[src/hw/rtl/sfp_pkg.sv]
// Shared types and constants for the sonar frame parser with proximity detection.
// No dependencies; every other file of the block uses this package.
`timescale 1ns / 1ps
`default_nettype none

package sfp_pkg;

  localparam int SensorMax = 7;   // width of the fixed sensor masks
  localparam int ByteW     = 8;
  localparam int SensW     = 3;

  // bytes at or above this value carry a distance
  localparam logic [ByteW-1:0] DistMin = 8'd8;

  localparam int RegIdxW = 3;

  typedef enum logic [RegIdxW-1:0] {
    REG_NEAR_MIN      = 3'd0,
    REG_NEAR_MAX      = 3'd1,
    REG_FLOOR_LIMIT   = 3'd2,
    REG_FLOOR_MASK    = 3'd3,
    REG_FLAGGED_ONLY  = 3'd4
  } reg_idx_e;

  localparam logic [ByteW-1:0]     NearMinRst    = 8'd8;
  localparam logic [ByteW-1:0]     NearMaxRst    = 8'd24;
  localparam logic [ByteW-1:0]     FloorLimitRst = 8'd150;
  localparam logic [SensorMax-1:0] FloorMaskRst  = 7'd20;

  typedef struct packed {
    logic [ByteW-1:0]     near_min;
    logic [ByteW-1:0]     near_max;
    logic [ByteW-1:0]     floor_limit;
    logic [SensorMax-1:0] floor_mask;
    logic                 flagged_only;
  } cfg_t;

endpackage

`default_nettype wire

[src/hw/rtl/sfp_if.sv]
// Valid/ready channel interfaces for the sonar frame parser: byte in, result out.
// Depends on sfp_pkg for field widths.
`timescale 1ns / 1ps
`default_nettype none

interface sfp_byte_if;
  logic                    valid;
  logic                    ready;
  logic [sfp_pkg::ByteW-1:0] rx_byte;

  modport source (output valid, output rx_byte, input ready);
  modport sink   (input valid, input rx_byte, output ready);
endinterface

interface sfp_result_if;
  logic                        valid;
  logic                        ready;
  logic [sfp_pkg::SensorMax-1:0] detect_mask;
  logic                        obstacle;
  logic [sfp_pkg::SensW-1:0]     stored_sensor;
  logic [sfp_pkg::ByteW-1:0]     stored_value;

  modport source (output valid, output detect_mask, output obstacle,
                  output stored_sensor, output stored_value, input ready);
  modport sink   (input valid, input detect_mask, input obstacle,
                  input stored_sensor, input stored_value, output ready);
endinterface

`default_nettype wire

[src/hw/rtl/sonar_frame_parser_proximity_detect_core.sv]
// Sonar frame parser top level: byte decode, distance store, result register.
// Depends on sfp_pkg, sfp_if (channel interfaces) and sfp_detect.
`timescale 1ns / 1ps
`default_nettype none

// One received byte is taken per clock and yields one result in the cycle
// after; the result register parts input and output, so a new byte is taken
// whenever it is empty or being drained. The cycle is set by the path from the
// stored distances through the flag compare, the lowest pending select and
// the updated-distance compare into the result register. Bytes 1..SENSOR_COUNT
// mark an accepted sensor pending, other bytes below 8 clear the pending set,
// larger bytes store a distance for the lowest accepted pending sensor.
// Registers are to be written through cfg_we_i/cfg_idx_i/cfg_data_i while the
// block is idle (unenforced) and take effect for the next byte.
module sonar_frame_parser_proximity_detect_core #(
  parameter int SENSOR_COUNT = 7
) (
  input  logic                            clk_i,
  input  logic                            rst_ni,
  sfp_byte_if.sink                        rx_i,
  sfp_result_if.source                    res_o,
  input  logic                            cfg_we_i,
  input  logic [sfp_pkg::RegIdxW-1:0]     cfg_idx_i,
  input  logic [sfp_pkg::ByteW-1:0]       cfg_data_i
);
  import sfp_pkg::*;

  cfg_t cfg_q;

  logic [SensorMax-1:0] pending_q, pending_d;
  logic [ByteW-1:0]     dist_q [SENSOR_COUNT];
  logic [ByteW-1:0]     dist_d [SENSOR_COUNT];

  logic                 out_valid_q;
  logic [SensorMax-1:0] detect_q;
  logic                 obstacle_q;
  logic [SensW-1:0]     sensor_q, sensor_d;
  logic [ByteW-1:0]     value_q, value_d;

  logic                 in_ready, in_take;
  logic [SensorMax-1:0] valid_mask, flags, accept, cand, lowest, detect_d;
  logic [ByteW-1:0]     num_hot;
  logic                 is_num, do_store;

  // ---------------- configuration ----------------
  always_ff @(posedge clk_i or negedge rst_ni) begin
    if (!rst_ni) begin
      cfg_q.near_min     <= NearMinRst;
      cfg_q.near_max     <= NearMaxRst;
      cfg_q.floor_limit  <= FloorLimitRst;
      cfg_q.floor_mask   <= FloorMaskRst;
      cfg_q.flagged_only <= 1'b0;
    end else if (cfg_we_i) begin
      unique case (cfg_idx_i)
        REG_NEAR_MIN:     cfg_q.near_min     <= cfg_data_i;
        REG_NEAR_MAX:     cfg_q.near_max     <= cfg_data_i;
        REG_FLOOR_LIMIT:  cfg_q.floor_limit  <= cfg_data_i;
        REG_FLOOR_MASK:   cfg_q.floor_mask   <= cfg_data_i[SensorMax-1:0];
        REG_FLAGGED_ONLY: cfg_q.flagged_only <= cfg_data_i[0];
        default: ;
      endcase
    end
  end

  // ---------------- decode ----------------
  sfp_detect #(.SENSOR_COUNT(SENSOR_COUNT)) u_flags (
    .dist_i (dist_q),
    .cfg_i  (cfg_q),
    .mask_o (flags)
  );

  assign in_ready = !out_valid_q || res_o.ready;
  assign in_take  = rx_i.valid && in_ready;
  assign rx_i.ready = in_ready;

  always_comb begin
    for (int k = 0; k < SensorMax; k++) begin
      valid_mask[k] = (k < SENSOR_COUNT);
    end
  end

  assign accept  = cfg_q.flagged_only ? flags : valid_mask;
  assign is_num  = rx_i.rx_byte < DistMin;
  // bit 0 stands for number zero and is dropped
  assign num_hot = ByteW'(1) << rx_i.rx_byte[SensW-1:0];
  assign cand    = pending_q & accept;
  assign lowest  = cand & (~cand + SensorMax'(1));
  assign do_store = !is_num && (cand != '0);

  always_comb begin
    pending_d = pending_q;
    sensor_d  = '0;
    value_d   = '0;
    if (is_num) begin
      if ((num_hot[SensorMax:1] & accept) != '0) begin
        pending_d = pending_q | num_hot[SensorMax:1];
      end else begin
        pending_d = '0;
      end
    end else if (do_store) begin
      pending_d = '0;
      value_d   = rx_i.rx_byte;
      for (int k = 0; k < SensorMax; k++) begin
        if (lowest[k]) begin
          sensor_d = SensW'(k + 1);
        end
      end
    end
  end

  always_comb begin
    for (int k = 0; k < SENSOR_COUNT; k++) begin
      dist_d[k] = (do_store && lowest[k]) ? rx_i.rx_byte : dist_q[k];
    end
  end

  sfp_detect #(.SENSOR_COUNT(SENSOR_COUNT)) u_detect (
    .dist_i (dist_d),
    .cfg_i  (cfg_q),
    .mask_o (detect_d)
  );

  // ---------------- state and result register ----------------
  always_ff @(posedge clk_i or negedge rst_ni) begin
    if (!rst_ni) begin
      pending_q <= '0;
      for (int k = 0; k < SENSOR_COUNT; k++) begin
        dist_q[k] <= '0;
      end
    end else if (in_take) begin
      pending_q <= pending_d;
      for (int k = 0; k < SENSOR_COUNT; k++) begin
        dist_q[k] <= dist_d[k];
      end
    end
  end

  always_ff @(posedge clk_i or negedge rst_ni) begin
    if (!rst_ni) begin
      out_valid_q <= 1'b0;
    end else if (in_take) begin
      out_valid_q <= 1'b1;
    end else if (res_o.ready) begin
      out_valid_q <= 1'b0;
    end
  end

  always_ff @(posedge clk_i) begin
    if (in_take) begin
      detect_q   <= detect_d;
      obstacle_q <= |detect_d[5:1];
      sensor_q   <= sensor_d;
      value_q    <= value_d;
    end
  end

  assign res_o.valid         = out_valid_q;
  assign res_o.detect_mask   = detect_q;
  assign res_o.obstacle      = obstacle_q;
  assign res_o.stored_sensor = sensor_q;
  assign res_o.stored_value  = value_q;

  // ---------------- assertions ----------------
  a_store_clears_pending: assert property (@(posedge clk_i) disable iff (!rst_ni)
    in_take && do_store |=> pending_q == '0)
    else $error("pending set survived a stored distance");

  a_store_is_distance: assert property (@(posedge clk_i) disable iff (!rst_ni)
    out_valid_q && sensor_q != '0 |-> value_q >= DistMin)
    else $error("stored value below distance range");

  a_no_store_no_value: assert property (@(posedge clk_i) disable iff (!rst_ni)
    out_valid_q && sensor_q == '0 |-> value_q == '0)
    else $error("value reported without a stored sensor");

  a_detect_in_range: assert property (@(posedge clk_i) disable iff (!rst_ni)
    out_valid_q |-> (detect_q & ~valid_mask) == '0)
    else $error("detect bit set for an absent sensor");

  a_pending_in_range: assert property (@(posedge clk_i) disable iff (!rst_ni)
    (pending_q & ~valid_mask) == '0)
    else $error("pending bit set for an absent sensor");

endmodule

`default_nettype wire

[src/hw/rtl/sfp_detect.sv]
// Per-sensor proximity compare: wall window or floor limit on each stored distance.
// Depends on sfp_pkg (cfg_t, widths).
`timescale 1ns / 1ps
`default_nettype none

module sfp_detect #(
  parameter int SENSOR_COUNT = 7
) (
  input  logic [sfp_pkg::ByteW-1:0]     dist_i [SENSOR_COUNT],
  input  sfp_pkg::cfg_t                 cfg_i,
  output logic [sfp_pkg::SensorMax-1:0] mask_o
);
  import sfp_pkg::*;

  for (genvar k = 0; k < SensorMax; k++) begin : g_sens
    if (k < SENSOR_COUNT) begin : g_on
      logic floor_hit, wall_hit;
      assign floor_hit = dist_i[k] > cfg_i.floor_limit;
      assign wall_hit  = (dist_i[k] >= cfg_i.near_min) && (dist_i[k] < cfg_i.near_max);
      assign mask_o[k] = cfg_i.floor_mask[k] ? floor_hit : wall_hit;
    end else begin : g_off
      assign mask_o[k] = 1'b0;
    end
  end

endmodule

`default_nettype wire
[src/flat_wrapper.sv]
// flat-port wrapper written by rule: the top's interface ports become plain ports
module sonar_frame_parser_proximity_detect_core_flat import sfp_pkg::*;
#(
  parameter int SENSOR_COUNT = 7
)
  (clk_i, rst_ni, cfg_we_i, cfg_idx_i, cfg_data_i, rx_i_valid, rx_i_rx_byte, rx_i_ready, res_o_valid, res_o_detect_mask, res_o_obstacle, res_o_stored_sensor, res_o_stored_value, res_o_ready);
  sfp_byte_if rx_i_i ();
  sfp_result_if res_o_i ();
  input  logic clk_i;
  input  logic rst_ni;
  input  logic cfg_we_i;
  input  logic [sfp_pkg::RegIdxW-1:0] cfg_idx_i;
  input  logic [sfp_pkg::ByteW-1:0] cfg_data_i;
  input wire logic [$bits(rx_i_i.valid)-1:0] rx_i_valid;
  input wire logic [$bits(rx_i_i.rx_byte)-1:0] rx_i_rx_byte;
  output wire logic [$bits(rx_i_i.ready)-1:0] rx_i_ready;
  output wire logic [$bits(res_o_i.valid)-1:0] res_o_valid;
  output wire logic [$bits(res_o_i.detect_mask)-1:0] res_o_detect_mask;
  output wire logic [$bits(res_o_i.obstacle)-1:0] res_o_obstacle;
  output wire logic [$bits(res_o_i.stored_sensor)-1:0] res_o_stored_sensor;
  output wire logic [$bits(res_o_i.stored_value)-1:0] res_o_stored_value;
  input wire logic [$bits(res_o_i.ready)-1:0] res_o_ready;
  assign rx_i_i.valid = rx_i_valid;
  assign rx_i_i.rx_byte = rx_i_rx_byte;
  assign rx_i_ready = rx_i_i.ready;
  assign res_o_valid = res_o_i.valid;
  assign res_o_detect_mask = res_o_i.detect_mask;
  assign res_o_obstacle = res_o_i.obstacle;
  assign res_o_stored_sensor = res_o_i.stored_sensor;
  assign res_o_stored_value = res_o_i.stored_value;
  assign res_o_i.ready = res_o_ready;
  sonar_frame_parser_proximity_detect_core #(.SENSOR_COUNT(SENSOR_COUNT)) u_core (.clk_i(clk_i), .rst_ni(rst_ni), .rx_i(rx_i_i), .res_o(res_o_i), .cfg_we_i(cfg_we_i), .cfg_idx_i(cfg_idx_i), .cfg_data_i(cfg_data_i));
endmodule
[config.mk]
export PLATFORM = sky130hd
export DESIGN_NAME = sonar_frame_parser_proximity_detect_core_flat
export DESIGN_NICKNAME = d
export VERILOG_FILES = /design/src/hw/rtl/sfp_pkg.sv /design/src/hw/rtl/sfp_if.sv /design/src/hw/rtl/sonar_frame_parser_proximity_detect_core.sv /design/src/hw/rtl/sfp_detect.sv /design/src/flat_wrapper.sv
export SDC_FILE = /design/constraint.sdc
export NUM_CORES = 1
export LEC_CHECK = 0
export ABC_AREA = 1
export BUFFER_PORTS_ARGS = -buffer_cell sky130_fd_sc_hd__buf_2
export CAP_MARGIN = 10
export CORE_ASPECT_RATIO = 1.1
export CORE_MARGIN = 2
export CORE_UTILIZATION = 45
export DETAILED_ROUTE_END_ITERATION = 7
export GPL_ROUTABILITY_DRIVEN = 0
export GPL_TIMING_DRIVEN = 0
export SLEW_MARGIN = 25
export SYNTH_ARGS = -nofsm -noshare
export SYNTH_HDL_FRONTEND = slang
export SYNTH_HIERARCHICAL = 1
export SYNTH_SLANG_ARGS = --single-unit
[constraint.sdc]
create_clock -name clk_i -period 3.8 [get_ports clk_i]
set_input_delay 0.19 -clock clk_i [delete_from_list [all_inputs] [get_ports clk_i]]
set_output_delay 0.19 -clock clk_i [all_outputs]
set_load 0.02 [all_outputs]
==> reports/results.ini <==
[status]
outcome=finished, violations left
violations=setup timing

[min_path]
hp-class=input pin to register
hold_path_end=u_core/res_o.valid
min_from=res_o_ready
hold_path_depth=4

[critical_path]
path_common_cell=nand2_1
r2r_end=u_core/res_o.obstacle
start_kind=register
critPathSlowestCell=dfstp_2
worst-r2r-cell-count=30
cp.required_ns=3.99
cp_slowest_stage_delay_ns=0.55
crit_family=simple AND/OR/NAND/NOR gates
path_class=register to register
worstPathArrival_ns=4.33
rrSetupSlack_ns=-0.34
r2r-start=u_core/cfg_q[27]
cp_num_buf_inv=3
end_kind=register
path_max_fanout=8

[grt]
overflow=0
met1_usage=0.382
busiest_layer=met2
grt_max_degree=54
antenna_found_initial=0
grt_first_pass_wirelength_um=71700
grt_use_total=0.305
first_global_vias=12600
use_met2=0.515
grt_use_met3=0.0327

[finish]
nNetsFinal=2400
antenna_cells=0
postLayoutCoreUtil=0.576
drive_gt1_frac=0.214
area_delta_synth_final_pct=26.6

[yosys]
synthCells=1896
synth_seq_area_share=0.223
syn_area_um2=13400
yosysWarnings=6
synth_nets=2242
ys_ff_latch=115
syn_area_per_cell_um2=7.05
ys_types=34

[clock_tree]
cts_buffers=17
clock-sinks=115
h-tree-depth=4
clk_pin_slew_ns=0.06
clock_latency_ns=0.43
cts_buffer_depth=2
cts_tree=yes
clockRootBuffer=clkbuf_16

[route]
first_iter_violations=1171
postRouteAntennaNets=0
vias=13600
post_drt_wl_per_cell_um=19.7
drt-total-wl_um=48200
firstDrtPassIters=5
via_per_inst=5.57
drc=0

[floorplanning]
ioPinCount=45
core_um2=29400
fp-row-count=66
die_x_um=168
die_y_um=185
dieArea_um2=31100
start_util=0.455

[timing]
holdWs_ns=0.0533
tightest_slew_ns=0.753
max_freq_mhz=241
finalSetupTns_ns=-1.26
final_max_slew_viol_count=0
clock_skew_ns=0.0150
fin_crit_sh=1.09
rsz0062_at_grt=yes
relSlewSlack=0.498
hold_viol_final=0
min_period_ns=4.14
setup_violations=8
finalWorstSetupSlack_ns=-0.344

[flow_run]
maxCapViolCount=0

[power_and_ir_drop]
p_leak_nw=9.05
powerDensity_nw_per_um2=357
total_power_mw=6.04
peakVddDrop_mv=0.309

[place]
port-buffer-count=44
post-place-ws_ns=-1.03
dp_hpwl_um=35700

[worst max-delay path by stage]
stage	from	to	slack, ns	cells after the start
floorplan	u_core/cfg_q[27]	u_core/res_o.obstacle	0.34	29
global placement	u_core/cfg_q[24]	u_core/res_o.obstacle	-0.98	28
detailed placement	u_core/cfg_q[24]	u_core/res_o.obstacle	-1.03	28
CTS	u_core/cfg_q[27]	u_core/res_o.obstacle	-0.27	30
global route	u_core/cfg_q[27]	u_core/res_o.obstacle	-0.57	30
finish	u_core/cfg_q[27]	u_core/res_o.obstacle	-0.34	30
[flip-flops by register name, indices dropped and copies added, names as in the netlist]
| name | flops |
|---|---|
| u_core/res_o.detect_mask | 7 |
| u_core/pending_q | 7 |
| u_core/res_o.stored_sensor | 3 |
| u_core/dist_q | 56 |
| u_core/res_o.valid | 1 |
| u_core/cfg_q | 32 |
| u_core/res_o.stored_value | 8 |
| u_core/res_o.obstacle | 1 |
[worst min-delay path: stages]
cell and delay, ns:
buf_2 0.08, inv_1 0.03, nand2_1 0.09, nand2_1 0.06
[placed cells by master (no fill, tap or decap), types with 13 or more instances in the layout]
cell,count
a21oi_1,106
a21oi_2,24
buf_2,44
buf_4,78
buf_6,17
clkbuf_1,20
clkbuf_16,18
clkinvlp_4,16
dfrtp_1,85
edfxtp_1,19
ha_1,268
ha_4,54
inv_1,180
inv_2,21
nand2_1,592
nand2_2,53
nand2_4,25
nand3_1,59
nand4_1,51
nor2_1,127
o21a_1,25
o21ai_0,41
o21ai_1,23
o21ai_2,16
o21bai_1,13
[metal layers]
metal / vias up / routed length, µm
met5: - / 0
met4: 0 / 3050
met3: 169 / 2700
li1: 6619 / -
met2: 508 / 22400
met1: 6305 / 20000
[metrics by stage]
stage / area, µm² / std cells
after detailed placement: 14100 / 2316
final: 16900 / 2441
after floorplan: 13400 / 1896
after global placement: 14100 / 2314
after global routing: 16900 / 2441
after CTS: 16000 / 2404
[cell usage after synthesis]
library cell,count,area [µm²]
inv_2,6,22.5
ha_1,322,4030
o21ai_4,1,16.3
o21ai_1,25,125
clkbuf_1,17,63.8
nor3_1,6,30.0
o21ai_2,14,123
nand2_1,665,2500
buf_1,6,22.5
a21o_1,2,15.0
nor2_1,136,510
nand3_2,2,20.0
o21bai_1,13,97.6
edfxtp_1,19,571
o21ai_0,47,235
buf_2,6,30.0
nand2_4,1,11.3
a21oi_2,14,123
nand4_1,51,319
a21oi_1,116,581
and2_1,7,43.8
dfstp_2,9,236
nor2_2,2,12.5
nand2_2,5,31.3
nand3_1,69,345
nor2_4,2,22.5
nor3_2,1,10.0
or2_2,4,25.0
o21a_1,25,188
buf_4,4,30.0
nand4_2,1,12.5
inv_1,210,788
dfrtp_1,87,2180
o31ai_1,1,7.51
[cell families after synthesis]
| group | count (synthesis) | share of synthesized area |
|---|---|---|
| AO/OA/AOI/OAI | 258 | 0.113 |
| AND/OR/NAND/NOR | 952 | 0.291 |
| flip-flops | 115 | 0.223 |
| adder cells (fa/ha/maj) | 322 | 0.301 |
| buffers and inverters | 249 | 0.0716 |
[area by class of cell]
class / count / area (µm²)
timing repair buffer: 138 / 1100
fill: 2691 / 12500
clock inverter: 9 / 104
multi-input combinational: 1533 / 10700
sequential: 115 / 2990
buffer: 33 / 183
inverter: 216 / 876
clock buffer: 23 / 479
tap: 374 / 468
[power breakdown]
| part | leakage [nW] | internal, mW | switching [mW] |
|---|---|---|---|
| logic | 7.31 | 1.08 | 1.79 |
| clock network | 0.282 | 1.02 | 0.605 |
| registers | 1.46 | 1.39 | 0.164 |
[repair_timing]
item	CTS	global route
resized for setup	179	115
hold buffers	1	0
pin swaps	35	77
setup buffers	50	38
hold endpoints to repair	34	0
gates cloned	5	0
endpoints found under the setup margin	8	8
(Power assumes the default switching activity.)
